<file path="src/rtl/core/dblp_pkg.sv">
// Shared constants for the dual breathing LED PWM block.
`timescale 1ns / 1ps
`default_nettype none

package dblp_pkg;

    localparam int UPTIME_BITS_DEF = 32;
    localparam int ELAPSED_W       = 32;
    localparam int VAL_W           = 16;
    localparam int CFG_IDX_W       = 8;

    localparam logic [CFG_IDX_W-1:0] REG_GEN1_PERIOD = 8'd0;
    localparam logic [CFG_IDX_W-1:0] REG_GEN1_STEPS  = 8'd1;
    localparam logic [CFG_IDX_W-1:0] REG_GEN2_PERIOD = 8'd2;
    localparam logic [CFG_IDX_W-1:0] REG_GEN2_STEPS  = 8'd3;

    localparam logic [VAL_W-1:0] PERIOD_RESET = 16'd0;
    localparam logic [VAL_W-1:0] STEPS_RESET  = 16'd1;

endpackage

`default_nettype wire

</file>
<file path="src/rtl/core/dual_breathing_led_pwm.sv">
// Top level of the dual breathing LED PWM block with its shared divider and sequencer.
//
// Usage: each request on the input channel carries elapsed_time, the microseconds since
// the previous request. It is added to a wrapping uptime counter, and both breathing
// generators are then evaluated against the new uptime. One result request follows per
// input request, carrying gen1_on, gen2_on and led_level (always equal to gen2_on).
// Configuration requests write gen1_period, gen1_steps, gen2_period and gen2_steps by
// index 0 to 3; other indexes are ignored. Write them only while the block is idle.
// An enabled generator runs three divisions on one shared restoring divider that retires
// one quotient bit per cycle, where DW is the larger of UPTIME_BITS and 32. A disabled
// generator skips the divisions. While an item is in progress in_ready is low, and the
// next request is accepted once the sequencer is back in its idle state.
// The result sits in an output register, so the next input is accepted while it waits.
// If the receiver stalls and a second result is finished, the sequencer holds it until
// the output register frees up.
// Reset clears the uptime, sets both periods to 0 (disabled) and both step counts to 1.
`timescale 1ns / 1ps
`default_nettype none

module dual_breathing_led_pwm #(
    parameter int UPTIME_BITS = dblp_pkg::UPTIME_BITS_DEF
) (
    input  wire logic                           clk,
    input  wire logic                           rst_n,
    input  wire logic                           in_valid,
    output logic                                in_ready,
    input  wire logic [dblp_pkg::ELAPSED_W-1:0] elapsed_time,
    output logic                                out_valid,
    input  wire logic                           out_ready,
    output logic                                gen1_on,
    output logic                                gen2_on,
    output logic                                led_level,
    input  wire logic                           cfg_valid,
    output logic                                cfg_ready,
    input  wire logic [dblp_pkg::CFG_IDX_W-1:0] cfg_index,
    input  wire logic [dblp_pkg::VAL_W-1:0]     cfg_data
);

    localparam int DW = (UPTIME_BITS > dblp_pkg::ELAPSED_W) ? UPTIME_BITS
                                                             : dblp_pkg::ELAPSED_W;
    localparam int CW = $clog2(DW);
    localparam int VW = dblp_pkg::VAL_W;

    typedef enum logic [7:0] {
        ST_IDLE  = 8'b00000001,
        ST_START = 8'b00000010,
        ST_DIV_A = 8'b00000100,
        ST_DIV_B = 8'b00001000,
        ST_MUL   = 8'b00010000,
        ST_DIV_C = 8'b00100000,
        ST_CMP   = 8'b01000000,
        ST_NEXT  = 8'b10000000
    } state_t;

    state_t                 state_reg;
    logic                   gen_reg;
    logic [UPTIME_BITS-1:0] uptime_reg;
    logic [VW-1:0]          gen1_period_reg;
    logic [VW-1:0]          gen1_steps_reg;
    logic [VW-1:0]          gen2_period_reg;
    logic [VW-1:0]          gen2_steps_reg;
    logic [DW-1:0]          dividend_reg;
    logic [VW-1:0]          rem_reg;
    logic [VW-1:0]          den_reg;
    logic [CW-1:0]          cnt_reg;
    logic [VW-1:0]          phase_reg;
    logic [VW-1:0]          step_reg;
    logic [VW-1:0]          duty_reg;
    logic                   odd_reg;
    logic [1:0]             res_reg;
    logic                   out_valid_reg;
    logic                   gen1_on_reg;
    logic                   gen2_on_reg;

    logic [DW-1:0]          uptime_sum;
    logic [VW-1:0]          cur_period;
    logic [VW-1:0]          cur_steps;
    logic [VW:0]            trial;
    logic [VW:0]            diff;
    logic                   quot_bit;
    logic [VW-1:0]          rem_next;
    logic [DW-1:0]          quot_next;
    logic [2*VW-1:0]        product;
    logic [VW-1:0]          duty_eff;
    logic                   out_free;
    logic                   div_last;
    logic                   result_load;

    assign uptime_sum = DW'(uptime_reg) + DW'(elapsed_time);
    assign cur_period = gen_reg ? gen2_period_reg : gen1_period_reg;
    assign cur_steps  = (gen_reg ? gen2_steps_reg : gen1_steps_reg) == '0 ? VW'(1)
                      : (gen_reg ? gen2_steps_reg : gen1_steps_reg);

    assign trial     = {rem_reg, dividend_reg[DW-1]};
    assign diff      = trial - {1'b0, den_reg};
    assign quot_bit  = !diff[VW];
    assign rem_next  = quot_bit ? diff[VW-1:0] : trial[VW-1:0];
    assign quot_next = {dividend_reg[DW-2:0], quot_bit};
    assign div_last  = cnt_reg == '0;

    assign product  = {{VW{1'b0}}, cur_period} * {{VW{1'b0}}, step_reg};
    assign duty_eff = odd_reg ? (cur_period - duty_reg) : duty_reg;
    assign out_free = !out_valid_reg || out_ready;
    assign result_load = (state_reg == ST_NEXT) && gen_reg && out_free;

    assign in_ready  = state_reg == ST_IDLE;
    assign cfg_ready = 1'b1;
    assign out_valid = out_valid_reg;
    assign gen1_on   = gen1_on_reg;
    assign gen2_on   = gen2_on_reg;
    assign led_level = gen2_on_reg;

    always_ff @(posedge clk or negedge rst_n)
    begin
        if (!rst_n)
        begin
            gen1_period_reg <= dblp_pkg::PERIOD_RESET;
            gen1_steps_reg  <= dblp_pkg::STEPS_RESET;
            gen2_period_reg <= dblp_pkg::PERIOD_RESET;
            gen2_steps_reg  <= dblp_pkg::STEPS_RESET;
        end
        else if (cfg_valid)
        begin
            case (cfg_index)
                dblp_pkg::REG_GEN1_PERIOD: gen1_period_reg <= cfg_data;
                dblp_pkg::REG_GEN1_STEPS:  gen1_steps_reg  <= cfg_data;
                dblp_pkg::REG_GEN2_PERIOD: gen2_period_reg <= cfg_data;
                dblp_pkg::REG_GEN2_STEPS:  gen2_steps_reg  <= cfg_data;
                default:
                begin
                end
            endcase
        end
    end

    always_ff @(posedge clk or negedge rst_n)
    begin
        if (!rst_n)
        begin
            state_reg     <= ST_IDLE;
            gen_reg       <= 1'b0;
            uptime_reg    <= '0;
            cnt_reg       <= '0;
            out_valid_reg <= 1'b0;
            dividend_reg  <= '0;
            rem_reg       <= '0;
            den_reg       <= '0;
            phase_reg     <= '0;
            step_reg      <= '0;
            duty_reg      <= '0;
            odd_reg       <= 1'b0;
            res_reg       <= '0;
            gen1_on_reg   <= 1'b0;
            gen2_on_reg   <= 1'b0;
        end
        else
        begin
            if (out_valid_reg && out_ready && !result_load)
            begin
                out_valid_reg <= 1'b0;
            end
            case (state_reg)
                ST_IDLE:
                begin
                    if (in_valid)
                    begin
                        uptime_reg <= uptime_sum[UPTIME_BITS-1:0];
                        gen_reg    <= 1'b0;
                        state_reg  <= ST_START;
                    end
                end
                ST_START:
                begin
                    if (cur_period == '0)
                    begin
                        res_reg[gen_reg] <= !gen_reg;
                        state_reg        <= ST_NEXT;
                    end
                    else
                    begin
                        dividend_reg <= DW'(uptime_reg);
                        rem_reg      <= '0;
                        den_reg      <= cur_period;
                        cnt_reg      <= CW'(DW - 1);
                        state_reg    <= ST_DIV_A;
                    end
                end
                ST_DIV_A:
                begin
                    if (div_last)
                    begin
                        phase_reg    <= rem_next;
                        dividend_reg <= quot_next;
                        rem_reg      <= '0;
                        den_reg      <= cur_steps;
                        cnt_reg      <= CW'(DW - 1);
                        state_reg    <= ST_DIV_B;
                    end
                    else
                    begin
                        cnt_reg      <= cnt_reg - CW'(1);
                        dividend_reg <= quot_next;
                        rem_reg      <= rem_next;
                    end
                end
                ST_DIV_B:
                begin
                    cnt_reg      <= cnt_reg - CW'(1);
                    dividend_reg <= quot_next;
                    rem_reg      <= rem_next;
                    if (div_last)
                    begin
                        odd_reg   <= quot_bit;
                        step_reg  <= rem_next;
                        state_reg <= ST_MUL;
                    end
                end
                ST_MUL:
                begin
                    dividend_reg <= DW'(product);
                    rem_reg      <= '0;
                    cnt_reg      <= CW'(DW - 1);
                    state_reg    <= ST_DIV_C;
                end
                ST_DIV_C:
                begin
                    cnt_reg      <= cnt_reg - CW'(1);
                    dividend_reg <= quot_next;
                    rem_reg      <= rem_next;
                    if (div_last)
                    begin
                        duty_reg  <= quot_next[VW-1:0];
                        state_reg <= ST_CMP;
                    end
                end
                ST_CMP:
                begin
                    res_reg[gen_reg] <= phase_reg > duty_eff;
                    state_reg        <= ST_NEXT;
                end
                ST_NEXT:
                begin
                    if (!gen_reg)
                    begin
                        gen_reg   <= 1'b1;
                        state_reg <= ST_START;
                    end
                    else if (out_free)
                    begin
                        out_valid_reg <= 1'b1;
                        gen1_on_reg   <= res_reg[0];
                        gen2_on_reg   <= res_reg[1];
                        state_reg     <= ST_IDLE;
                    end
                end
                default:
                begin
                    state_reg <= ST_IDLE;
                end
            endcase
        end
    end

    a_accept_starts: assert property (@(posedge clk) disable iff (!rst_n)
        (in_valid && in_ready) |=> (state_reg == ST_START && !gen_reg))
        else $error("accepted request did not start the first generator");

    a_result_from_next: assert property (@(posedge clk) disable iff (!rst_n)
        $rose(out_valid_reg) |-> ($past(state_reg) == ST_NEXT && $past(gen_reg)))
        else $error("result raised outside the final sequencer step");

    a_div_a_chain: assert property (@(posedge clk) disable iff (!rst_n)
        (state_reg == ST_DIV_A && div_last) |=> (state_reg == ST_DIV_B))
        else $error("first division did not hand over to the second");

    a_gen1_disabled: assert property (@(posedge clk) disable iff (!rst_n)
        (state_reg == ST_START && !gen_reg && gen1_period_reg == '0) |=> res_reg[0])
        else $error("disabled first generator did not report on");

endmodule

`default_nettype wire
</file>
<file path="config.mk">
export PLATFORM = sky130hd
export DESIGN_NAME = dual_breathing_led_pwm
export DESIGN_NICKNAME = d
export VERILOG_FILES = /design/src/rtl/core/dblp_pkg.sv /design/src/rtl/core/dual_breathing_led_pwm.sv
export SDC_FILE = /design/constraint.sdc
export NUM_CORES = 1
export LEC_CHECK = 0
export ABC_AREA = 0
export BUFFER_PORTS_ARGS = -buffer_cell sky130_fd_sc_hd__buf_2
export CORE_AREA = 3 3 240 242
export DETAILED_ROUTE_END_ITERATION = 12
export DIE_AREA = 0 0 243 245
export SLEW_MARGIN = 10
export SYNTH_ARGS = -nofsm -noshare
export SYNTH_HDL_FRONTEND = slang
export SYNTH_SLANG_ARGS = --single-unit
</file>
<file path="constraint.sdc">
create_clock -name clk -period 7.94 [get_ports clk]
set_input_delay 0.397 -clock clk [delete_from_list [all_inputs] [get_ports clk]]
set_output_delay 0.397 -clock clk [all_outputs]
set_load 0.02 [all_outputs]
</file>
After elaboration in Yosys (flattened, before gate mapping)
Cells that the tools add are included.
{"block": "op_classes", "n_addsub": 4, "mul": 1, "magnitude_cmp": 3, "eq_ne": 18, "muxes": 36, "n_reduce_logical": 36}
{"op": "$mux 16", "n": 9}
{"op": "$pmux 32 s3", "n": 1}
{"op": "$pmux 16 s4", "n": 1}
{"op": "$pmux 8 s8", "n": 1}
{"op": "$mux 8", "n": 7}
{"op": "$add 32x32->32", "n": 1}
{"op": "$logic_not 16->1", "n": 2}
{"op": "$mul 16x16->32", "n": 1}
{"op": "$mux 32", "n": 1}
{"op": "$pmux 16 s2", "n": 1}
{"op": "$eq 8x2->1 const B", "n": 3}
{"op": "$reduce_and 2->1", "n": 12}
{"op": "$pmux 5 s4", "n": 1}
{"op": "$sub 17x16->17", "n": 1}
{"op": "$eq 8x1->1 const B", "n": 2}
{"op": "$gt 16x16->1", "n": 1}
{"op": "$sub 16x16->16", "n": 1}
{"op": "$ne 2x2->1 const B", "n": 6}
{"op": "$mux 5", "n": 2}
{"op": "$eq 8x3->1 const B", "n": 1}
{"op": "$eq 8x4->1 const B", "n": 1}
{"op": "$eq 8x5->1 const B", "n": 1}
{"op": "$eq 8x6->1 const B", "n": 1}
{"op": "$eq 8x7->1 const B", "n": 1}
{"op": "23 further kinds", "n": 39}
{"block": "word_totals", "reg_bits": 228, "input_bits": 61, "elab_cells": 117}

Depth between registers and ports, before layout
Gate-level depths: netlist (run 1).
{"block": "depth", "word_depth": 9, "depth_mapped": 27, "mapped_depth_nobuf": 22}

Worst setup path after synthesis (run 1)
No wires, ideal clock.
{"block": "synth_timing", "path_kind": "reg-to-reg", "startpoint": "reg gen_reg", "endpoint": "reg dividend_reg[29]", "setup_ns": 0.086, "arrival_ns": 7.097, "required_time_ns": 7.854, "path_slack_ns": 0.757, "stages_incl_launch_ff": 27, "path_buffers": 4, "period_less_slack_ns": 7.183, "path_cell_list": "dfrtp_1 -> buf_2 -> buf_1 -> clkbuf_1 -> mux2_2 -> clkbuf_1 -> nand2_1 -> fa_1 -> inv_1 -> fa_1 -> inv_1 -> fa_1 -> inv_1 -> fa_1 -> fa_1 -> inv_1 -> fa_1 -> inv_1 -> ha_1 -> a21oi_1 -> and2_1 -> o2bb2ai_1 -> a211o_1 -> a2111oi_0 -> o31ai_1 -> nor3b_1 -> nor3_1"}
{"block": "synth_via", "elab_chain_cells": 4, "elab_cells_between_ends": 6}
{"item": "start, declared", "line": "dual_breathing_led_pwm.sv:56", "source": "logic gen_reg;"}
{"item": "start signal, assigned", "line": "dual_breathing_led_pwm.sv:141", "source": "gen_reg <= 1'b0;"}
{"item": "start signal, assigned", "line": "dual_breathing_led_pwm.sv:168", "source": "gen_reg <= 1'b0;"}
{"item": "start signal, assigned", "line": "dual_breathing_led_pwm.sv:245", "source": "gen_reg <= 1'b1;"}
{"item": "$mux 16 *", "line": "dual_breathing_led_pwm.sv:90", "source": "assign cur_period = gen_reg ? gen2_period_reg : gen1_period_reg;"}
{"item": "branches (longest 3 deep; another with $mul 16x16->32)"}
{"item": "end signal, assigned", "line": "dual_breathing_led_pwm.sv:181", "source": "dividend_reg <= DW'(uptime_reg);"}
{"item": "end signal, assigned", "line": "dual_breathing_led_pwm.sv:193", "source": "dividend_reg <= quot_next;"}
{"item": "end signal, assigned", "line": "dual_breathing_led_pwm.sv:202", "source": "dividend_reg <= quot_next;"}
{"item": "end, declared", "line": "dual_breathing_led_pwm.sv:62", "source": "logic [DW-1:0] dividend_reg;"}
Mark *: on every way between the ends.
A chain may end at the register's enable or synchronous reset.

Final worst setup path (run 1)
Same ends and word-level chain as after synthesis.

==> reports/qor.yml, run 1 <==
timing:
  skew_ns: 0.0167
  tightest_slew_ns: 1.10
  grt_setup_unrepaired: "false"
  period_share: 0.890
  finalHoldViolations: 0
  setup_violations: 0
  holdWs_ns: 0.129
  fin_crit_ns: 7.06
  tns_ns: 0
  drv_slew: 0
  clock.fmax_mhz: 142
  max-slew-margin-rel: 0.267
route:
  dr.pass1.iters: 5
  vias_per_cell: 5.37
  ant_nets: 0
  avgRoutedWirePerCell_um: 17.9
  drt_iter0_markers: 1068
  wirelength_mm: 57.7
  drc: 0
  num_vias: 17293
pwr:
  p_int_mw: 3.33
  combPwrFrac: 0.492
  clkPwrFrac: 0.215
  p_sw_mw: 2.43
  cellPowerDensity_mw_per_mm2: 238
  p_sw_frac: 0.422
  peakVddDrop_mv: 0.232
  p_leak_nw: 11.7
  seqPwrFrac: 0.293
cts:
  clk_path_buf_depth: 3
  tritoncts: "built"
  clock-sinks: 228
  cts_buffers: 26
  htree_levels: 1
  root_buffer: "clkbuf_16"
  insertion_delay_ns: 0.56
  cts_resized: 0
  post-cts-setup-buffer-count: 0
  path_clk_slew_ns: 0.06
floorplanning:
  io-pin-count: 67
  core-area_mm2: 0.0553
  die_h_um: 245
  die_w_um: 243
  die_area_mm2: 0.0595
  fp-row-count: 86
  start_util: 0.403
setup_path:
  worst-path-max-fanout: 22
  cp-start-kind: "flip-flop"
  required_ns: 8.41
  crit_path_end_kind: "flip-flop"
  worstPathArrival_ns: 7.54
  worstSetupPathType: "flip-flop to flip-flop"
  r2r.worst_path.cells: 23
placed_design:
  place_area_mm2: 0.0233
  dp.cells: 3172
  portBuffers: 65
  gp_congestion: 0.879
  dp_hpwl_mm: 45.1
cells_and_area:
  syn_to_final_growth_pct: 8.49
  final_cell_mix: "nand2_1 (322), inv_1 (295), dfrtp_1 (224)"
  multi_input_area_mm2: 0.0150
  antennaDiodeCount: 0
  fillCellCount: 5403
  fin_cells: 3221
  fin_area_mm2: 0.0242
  drive_gt1_frac: 0.101
  final_common_cell: "nand2_1"
  finalNetCount: 2894
  seq_area_mm2: 0.00571
logic_synthesis:
  ys_ff_latch: 228
  synth_ff_type: "dfrtp_1"
  ys_seq_area_frac: 0.256
  synthSimpleGateAreaFrac: 0.160
  synth_xor_area_frac: 0.0263
  syn-cell-area_mm2: 0.0223
  yosys-mux-area-fraction: 0.0727
  synthAdderAreaFrac: 0.280
  synth-edff-count: 0
  avgSynthCellArea_um2: 9.10
  syn_nets: 2889
  synthCells: 2448
  synthArstFlopShare: 1.00
  synth_top_family_by_area: "adder cells"
  synth.distinct_cells: 79
  synth_compound_area_frac: 0.136
  yosys_warnings: 0
global_route:
  top_usage_layer: "met2"
  antenna_found_initial: 0
  grt_pass1_wl_mm: 96.7
  use_met2: 0.324
  grt_pass1_vias: 18095
  grt_usage: 0.198
  grt_max_degree: 93
  met3_usage: 0.0320
  grt_util_met1: 0.276
  overflow: 0
min_path:
  worstHoldPathType: "input port to flip-flop"
  hold-path-cell-count: 2
outcome:
  status: "finished clean"
flow_run:
  cap_violations: 0
path summary, 6_finish.rpt:
path	slack [ns]	startpoint	end
setup / recovery	0.88	gen_reg	dividend_reg[29]
hold / removal	0.13	cfg_data[6]	gen2_period_reg[6]
setup reg to reg	0.88	gen_reg	dividend_reg[29]
hold reg to reg	0.48	uptime_reg[31]	uptime_reg[31]
max in group asynchronous	6.10	rst_n	step_reg[13]
min in group asynchronous	0.44	rst_n	cnt_reg[1]
logic make-up (layout without fill, tap and decap cells):
family                     count (synthesis)  in the layout
AOI/OAI and AO/OA                        485            485
xor gates and xnor gates                  67             67
adders and majority gates                380            380
buffers and inverters                    403            428
DFF                                      228            228
muxes                                    148            148
other                                      1              1
and+or+nand+nor                          736            736
synth_stat cells (5+ instances only):
| cell | count | area share |
|---|---|---|
| a2111oi_0 | 5 | 0.0020 |
| a211oi_1 | 20 | 0.0067 |
| a21o_1 | 46 | 0.016 |
| a21oi_1 | 110 | 0.025 |
| a222oi_1 | 6 | 0.0027 |
| a22oi_1 | 10 | 0.0034 |
| a31oi_1 | 18 | 0.0051 |
| and2_1 | 126 | 0.035 |
| and3_1 | 13 | 0.0037 |
| and4_1 | 6 | 0.0024 |
| buf_1 | 9 | 0.0015 |
| buf_2 | 7 | 0.0016 |
| clkbuf_1 | 88 | 0.015 |
| dfrtp_1 | 225 | 0.25 |
| fa_1 | 197 | 0.18 |
| ha_1 | 183 | 0.10 |
| inv_1 | 295 | 0.050 |
| mux2_2 | 103 | 0.052 |
| mux2i_1 | 43 | 0.019 |
| nand2_1 | 323 | 0.054 |
| nand2b_1 | 18 | 0.0051 |
| nand3_1 | 30 | 0.0067 |
| nand3b_1 | 7 | 0.0024 |
| nand4_1 | 25 | 0.0070 |
| nor2_1 | 100 | 0.017 |
| nor2b_1 | 18 | 0.0051 |
| nor3_1 | 32 | 0.0072 |
| nor4_1 | 9 | 0.0025 |
| o211ai_1 | 14 | 0.0047 |
| o21a_1 | 27 | 0.0091 |
| o21ai_0 | 162 | 0.036 |
| o21bai_1 | 6 | 0.0020 |
| o221ai_1 | 6 | 0.0024 |
| o31ai_1 | 7 | 0.0024 |
| or3_1 | 7 | 0.0020 |
| xnor2_1 | 43 | 0.017 |
| xor2_1 | 24 | 0.0094 |
layout make-up:
cell class,instances,area share
repair buffers,85,0.0202
flip-flops and latches,228,0.236
clock buffers,40,0.0320
clock inverters,8,0.00513
multi-input cells,1817,0.622
inverters,295,0.0458
well taps,748,0.0387
per-layer routing:
layer  up-vias  part of all wire
met5         -                 0
met4         0             0.021
met3        81             0.050
met2       378              0.46
met1      8588              0.47
li1       8246                 -
worst max-delay path, cell delays in order (launching register included):
cell	delay, ns
dfrtp_2	0.65
mux2_2	0.61
nand2_1	0.16
fa_1	0.59
inv_1	0.06
fa_1	0.49
inv_1	0.05
fa_1	0.54
inv_1	0.05
fa_1	0.46
fa_1	0.51
inv_1	0.06
fa_1	0.49
inv_1	0.06
ha_1	0.35
a21oi_1	0.27
and2_1	0.18
o2bb2ai_1	0.10
a211o_1	0.32
a2111oi_0	0.37
buf_4	0.19
o31ai_1	0.08
nor3b_1	0.15
nor3_1	0.18
power groups by stage:
| stage | Sequential (mW) | Combinational (mW) | Clock, mW |
|---|---|---|---|
| after floorplan | 1.61 | 2.18 | 0 |
| after global placement | 1.70 | 2.76 | 0 |
| after detailed placement | 1.71 | 2.81 | 0 |
| after CTS | 1.69 | 2.83 | 1.27 |
| after global routing | 1.73 | 3.19 | 1.32 |
| final | 1.69 | 2.83 | 1.24 |
through the flow:
step                      setup WS (ns)   util  power [mW]
after floorplan                   0.757      -        3.79
after global placement            0.997  0.421        4.45
after detailed placement          0.921  0.421        4.52
after CTS                         0.896  0.437        5.79
after global routing              0.468  0.437        6.24
final                             0.875  0.437        5.76
what timing repair did:
item,CTS,global route
endpoints found under the hold margin,87,0
hold buffers,1,0
setup endpoints to repair,0,0
Note: power is estimated with default switching activity, not from simulation.
==> inputs of run 2 (changes only) <==
PLACE_DENSITY = 0.53   (was unset)
==> run 2 against run 1 <==
Compared with the run above: cell count stayed put; non-clock buffer count shrank 2; clock-buffer cell count shrank 1; critical path type unchanged; utilization is essentially flat; largest cell class unchanged.
==> reports/qor.yml, run 2 (synthesis gave the netlist of run 1 again) <==
setup_path:
  path_buf_inv: 5  # -1
  r2r_start: "gen_reg"
  r2r.worst_path.cells: 22  # -4.3%
  crit_path_end_kind: "flip-flop"
  crit_family: "adder cells"
  cp-start-kind: "flip-flop"
  crit_path_cell_trace: "mux2_2 > and2_1 > fa_1 > inv_1 > fa_1 > fa_1 > inv_1 > fa_1 > fa_1 > inv_1 > fa_1 > inv_1 > ha_1 > a21oi_1 > and2_1 > o2bb2ai_1 > a211o_1 > a2111oi_0 > buf_4 > o31ai_1 > nor3b_1 > nor3_1"
  worst-path-max-fanout: 20  # -9.1%
  required_ns: 8.43  # +0.02 ns
  regToRegEndpoint: "dividend_reg[29]"
  worstSetupPathType: "flip-flop to flip-flop"
  rrSetupSlack_ns: 0.81  # -0.07 ns
  cp_common_cell: "fa_1"
  worst_path_max_delay_cell: "dfrtp_2"
  worstPathArrival_ns: 7.62  # +0.08 ns
  worst_path_largest_cell_delay_ns: 0.64  # about the same
min_path:
  min_to: "gen1_steps_reg[11]"
  hold-path-cell-count: 2  # unchanged
  hp-start: "cfg_data[11]"
  worstHoldPathType: "input port to flip-flop"
timing:
  period_share: 0.898  # +0.00832
  finalHoldViolations: 0  # unchanged
  tns_ns: 0  # unchanged
  grt_setup_unrepaired: "false"
  setup_ws_ns: 0.809  # -0.0661 ns
  tightest_slew_ns: 1.15  # +0.0504 ns
  clock.fmax_mhz: 140  # -0.93%
  fin_crit_ns: 7.13  # +0.0661 ns
  setup_violations: 0  # unchanged
  drv_slew: 0  # unchanged
  skew_ns: 0.0294  # +0.0128 ns
  max-slew-margin-rel: 0.231  # -0.0355
placed_design:
  place_area_mm2: 0.0232  # about the same
  portBuffers: 65  # unchanged
  gp_congestion: 0.883  # +0.49%
  pre_cts_slack_ns: 0.848  # -0.0729 ns
  dp_hpwl_mm: 47.0  # +4.2%
cells_and_area:
  final_common_cell: "nand2_1"
  syn_to_final_growth_pct: 8.47  # about the same
  finalNetCount: 2893  # -0.035%
  drive_gt1_frac: 0.102  # +0.00121
  final_cell_mix: "nand2_1 (322), inv_1 (295), dfrtp_1 (224)"
  antennaDiodeCount: 0  # unchanged
  fin_area_mm2: 0.0242  # about the same
floorplanning:
  die_h_um: 245  # unchanged
  start_util: 0.403  # unchanged
  die_area_mm2: 0.0595  # unchanged
  core-area_mm2: 0.0553  # unchanged
  fp-row-count: 86  # unchanged
  die_w_um: 243  # unchanged
  io-pin-count: 67  # unchanged
pwr:
  p_leak_nw: 11.7  # about the same
  peakVddDrop_mv: 0.195  # -16%
  total_power_mw: 5.77  # +0.24%
  cellPowerDensity_mw_per_mm2: 239  # +0.26%
cts:
  path_clk_slew_ns: 0.06  # about the same
  post-cts-setup-buffer-count: 0  # unchanged
  cts_buffers: 27  # +3.8%
  htree_levels: 1  # unchanged
  clk_path_buf_depth: 3  # unchanged
  tritoncts: "built"
  clock-sinks: 228  # unchanged
  cts_resized: 0  # unchanged
  insertion_delay_ns: 0.58  # +0.02 ns
  root_buffer: "clkbuf_16"
flow_run:
  cap_violations: 0  # unchanged
route:
  wirelength_mm: 60.2  # +4.3%
  drt_iter0_markers: 1080  # +1.1%
  num_vias: 17214  # -0.46%
  dr.pass1.iters: 7  # +2
  ant_nets: 0  # unchanged
  vias_per_cell: 5.34  # -0.46%
  drc: 0  # unchanged
  avgRoutedWirePerCell_um: 18.7  # +4.3%
global_route:
  overflow: 0  # unchanged
  grt_pass1_wl_mm: 98.4  # +1.8%
  grt_pass1_vias: 18050  # -0.25%
  grt_usage: 0.206  # +0.00764
  grt_max_degree: 128  # +38%
  antenna_found_initial: 0  # unchanged
outcome:
  status: "finished clean"
## run 2: layout make-up
type / count / area (um^2)
fill: 5518 / 31100
timing repair buffer: 83 / 473
inverter: 295 / 1110
sequential: 228 / 5710
tap: 748 / 936
clock inverter: 11 / 110
clock buffer: 39 / 791
multi-input combinational: 1817 / 15000
## run 2: report_power, final
group	internal (mW)	total (mW)	switching [mW]	leakage [nW]
combinational	1.13	2.82	1.69	8.24
sequential	1.45	1.69	0.234	2.99
clock	0.729	1.26	0.534	0.449
total	3.31	5.77	2.46	11.7
## run 2: how the worst max path moves through the flow
stage | cells past startpoint | slack (ns) | to | start
final | 22 | 0.81 | dividend_reg[29] | gen_reg
after global routing | 22 | 0.42 | dividend_reg[31] | gen_reg
after CTS | 22 | 0.84 | dividend_reg[31] | gen_reg
after detailed placement | 22 | 0.85 | dividend_reg[29] | gen_reg
after global placement | 22 | 0.97 | dividend_reg[29] | gen_reg
after floorplan | 26 | 0.76 | dividend_reg[29] | gen_reg
## run 2: repair_timing
action	CTS	global route
endpoints found under the hold margin	72	0
endpoints found under the setup margin	0	0
hold buffers	1	0
## run 2: per-layer routing
metal,GRT usage,wire [um]
met1,0.286,28100
met3,0.0416,3570
met5,0,0
met2,0.331,27200
met4,0.0496,1340
## run 2: stage by stage
stage	util	std cells	hold slack, ns
global route	0.437	3221	0.0860
floorplan	-	2448	0.101
global placement	0.420	3170	0.462
detailed placement	0.420	3170	0.469
finish	0.437	3221	0.107
CTS	0.437	3221	0.0800
==> inputs of run 3 (changes only) <==
CTS_BUF_LIST = sky130_fd_sc_hd__clkbuf_2 sky130_fd_sc_hd__clkbuf_4 sky130_fd_sc_hd__clkbuf_8   (was unset)
==> run 3 against run 2 <==
Compared with the run above: maximum frequency down 0.33%; cell count up 0.93%; utilization up 0.12 points; critical path type unchanged; critical endpoint is now dividend_reg[31]; largest cell class unchanged; largest power group unchanged.
==> reports/qor.yml, run 3 (synthesis gave the netlist of run 1 again) <==
outcome:
  status: "finished clean"
global_route:
  grt_usage: 0.208  # +0.00192
  grt_pass1_wl_mm: 98.8  # +0.44%
  antenna_found_initial: 1  # +1
  grt_max_degree: 128  # unchanged
  overflow: 0  # unchanged
  grt_pass1_vias: 18222  # +0.95%
placed_design:
  dp_hpwl_mm: 47.0  # unchanged
  gp_congestion: 0.883  # unchanged
  place_area_mm2: 0.0232  # unchanged
  portBuffers: 65  # unchanged
  pre_cts_slack_ns: 0.848  # unchanged
setup_path:
  crit_path_cell_trace: "mux2_2 > and2_1 > fa_1 > inv_1 > fa_1 > fa_1 > inv_1 > fa_1 > fa_1 > inv_1 > fa_1 > inv_1 > ha_1 > a21oi_1 > and2_1 > o2bb2ai_1 > a211o_1 > a2111oi_0 > buf_4 > o31ai_1 > xnor2_1 > o21ai_0"
  worstSetupPathType: "flip-flop to flip-flop"
  worst_path_largest_cell_delay_ns: 0.64  # about the same
  cp_common_cell: "fa_1"
  regToRegEndpoint: "dividend_reg[31]"
  worst-path-max-fanout: 20  # unchanged
  rrSetupSlack_ns: 0.79  # -0.02 ns
  r2r_start: "gen_reg"
  cp-start-kind: "flip-flop"
  worst_path_max_delay_cell: "dfrtp_2"
  worstPathArrival_ns: 7.59  # -0.03 ns
  cp-startpoint: "gen_reg"
  crit_path_end_kind: "flip-flop"
  r2r.worst_path.cells: 22  # unchanged
  required_ns: 8.38  # -0.05 ns
route:
  ant_nets: 0  # unchanged
  drt_iter0_markers: 1097  # +1.6%
  wirelength_mm: 60.4  # +0.42%
  vias_per_cell: 5.33  # -0.19%
  drc: 0  # unchanged
  dr.pass1.iters: 7  # unchanged
  avgRoutedWirePerCell_um: 18.6  # -0.50%
  num_vias: 17342  # +0.74%
cells_and_area:
  final_cell_mix: "nand2_1 (322), inv_1 (295), dfrtp_1 (224)"
  final_common_cell: "nand2_1"
  fin_area_mm2: 0.0242  # +0.28%
  fin_util: 0.438  # +0.00124
  drive_gt1_frac: 0.114  # +0.0120
  fillCellCount: 5516  # -0.036%
  finalNetCount: 2909  # +0.55%
  syn_to_final_growth_pct: 8.77
cts:
  root_buffer: "clkbuf_8"
  insertion_delay_ns: 0.59  # about the same
  cts_buffers: 43  # +59%
  clock-sinks: 228  # unchanged
  clk_path_buf_depth: 3  # unchanged
  tritoncts: "built"
  htree_levels: 2  # +1
  cts_resized: 0  # unchanged
  path_clk_slew_ns: 0.07  # about the same
pwr:
  p_sw_mw: 2.46  # +0.16%
  seqPwrFrac: 0.291  # about the same
  clkPwrFrac: 0.222  # +0.003
  combPwrFrac: 0.487  # -0.002
  cellPowerDensity_mw_per_mm2: 239  # +0.18%
  p_leak_nw: 11.7  # +0.53%
  peakVddDrop_mv: 0.198  # +1.5%
  p_int_mw: 3.34  # +0.70%
  p_sw_frac: 0.425  # -0.00132
timing:
  setup_ws_ns: 0.785  # -0.0237 ns
  tns_ns: 0  # unchanged
  setup_violations: 0  # unchanged
  clock.fmax_mhz: 140  # -0.33%
  skew_ns: 0.0256  # -0.00385 ns
  period_share: 0.901  # +0.00298
  finalHoldViolations: 0  # unchanged
  fin_crit_ns: 7.15  # +0.0237 ns
  grt_setup_unrepaired: "false"
  drv_slew: 0  # unchanged
  tightest_slew_ns: 1.14  # -0.0140 ns
  max-slew-margin-rel: 0.242  # +0.0113
  holdWs_ns: 0.0899  # -0.0173 ns
floorplanning:
  io-pin-count: 67  # unchanged
  core-area_mm2: 0.0553  # unchanged
  die_w_um: 243  # unchanged
  fp-row-count: 86  # unchanged
  start_util: 0.403  # unchanged
  die_area_mm2: 0.0595  # unchanged
  die_h_um: 245  # unchanged
min_path:
  min_to: "gen2_period_reg[11]"
  hp-start: "cfg_data[11]"
  hold-path-cell-count: 2  # unchanged
  worstHoldPathType: "input port to flip-flop"
flow_run:
  cap_violations: 0  # unchanged
## run 3: changes by cell type in the layout (fill, tap and decap cells not counted), sizes merged
cell / previous run / this run
bufinv: 1 / 3
clkbuf: 39 / 64
clkinv: 8 / 10
clkinvlp: 0 / 1
diode: 0 / 2
inv: 297 / 295
## run 3: area by class of cell
cell class	instances	area (um^2)	area share
Antenna cell	2	5.00	0.000207
Clock buffer	64	806	0.0333
Inverter	295	1110	0.0457
Timing Repair Buffer	83	473	0.0195
Clock inverter	14	159	0.00656
Tap cell	748	936	0.0386
Sequential cell	228	5710	0.236
Multi-Input combinational cell	1817	15000	0.620
## run 3: power groups by stage
stage               Combinational [mW]  Sequential, mW  Clock, mW
floorplan                         2.18            1.61          0
global placement                  2.79            1.69          0
detailed placement                2.83            1.70          0
CTS                               2.84            1.68       1.33
global route                      3.20            1.72       1.38
finish                            2.83            1.69       1.29
## run 3: worst max path at each step
| stage | end | slack (ns) | cells after the start |
|---|---|---|---|
| 2_1_floorplan | dividend_reg[29] | 0.76 | 26 |
| 3_3_place_gp | dividend_reg[29] | 0.97 | 22 |
| 3_5_place_dp | dividend_reg[29] | 0.85 | 22 |
| 4_1_cts | dividend_reg[31] | 0.82 | 22 |
| 5_1_grt | dividend_reg[31] | 0.40 | 22 |
| 6_report | dividend_reg[31] | 0.79 | 22 |
## run 3: metal layers
metal,part of all wire,GRT usage
met1,0.47,0.288
met2,0.45,0.333
met3,0.058,0.0402
met4,0.023,0.0573
met5,0,0
## run 3: repair_timing
action / in CTS / in global routing
hold buffers: 1 / 0
endpoints found under the hold margin: 122 / 0
setup buffers: 0 / 0
## run 3: metrics by stage
step / std cells / power [mW]
4_1_cts: 3249 / 5.85
3_3_place_gp: 3170 / 4.48
5_1_grt: 3250 / 6.30
2_1_floorplan: 2448 / 3.79
3_5_place_dp: 3170 / 4.53
6_report: 3251 / 5.80
## run 3: worst max-delay path: cells and delay by family, from the launching register on
kind            cells  cell delay, ns
compound gates      6            1.28
fa+ha+maj           7            3.39
simple gates        2            0.45
flops               1            0.64
mux                 1            0.62
buf+inv             5            0.43
xor+xnor            1            0.18
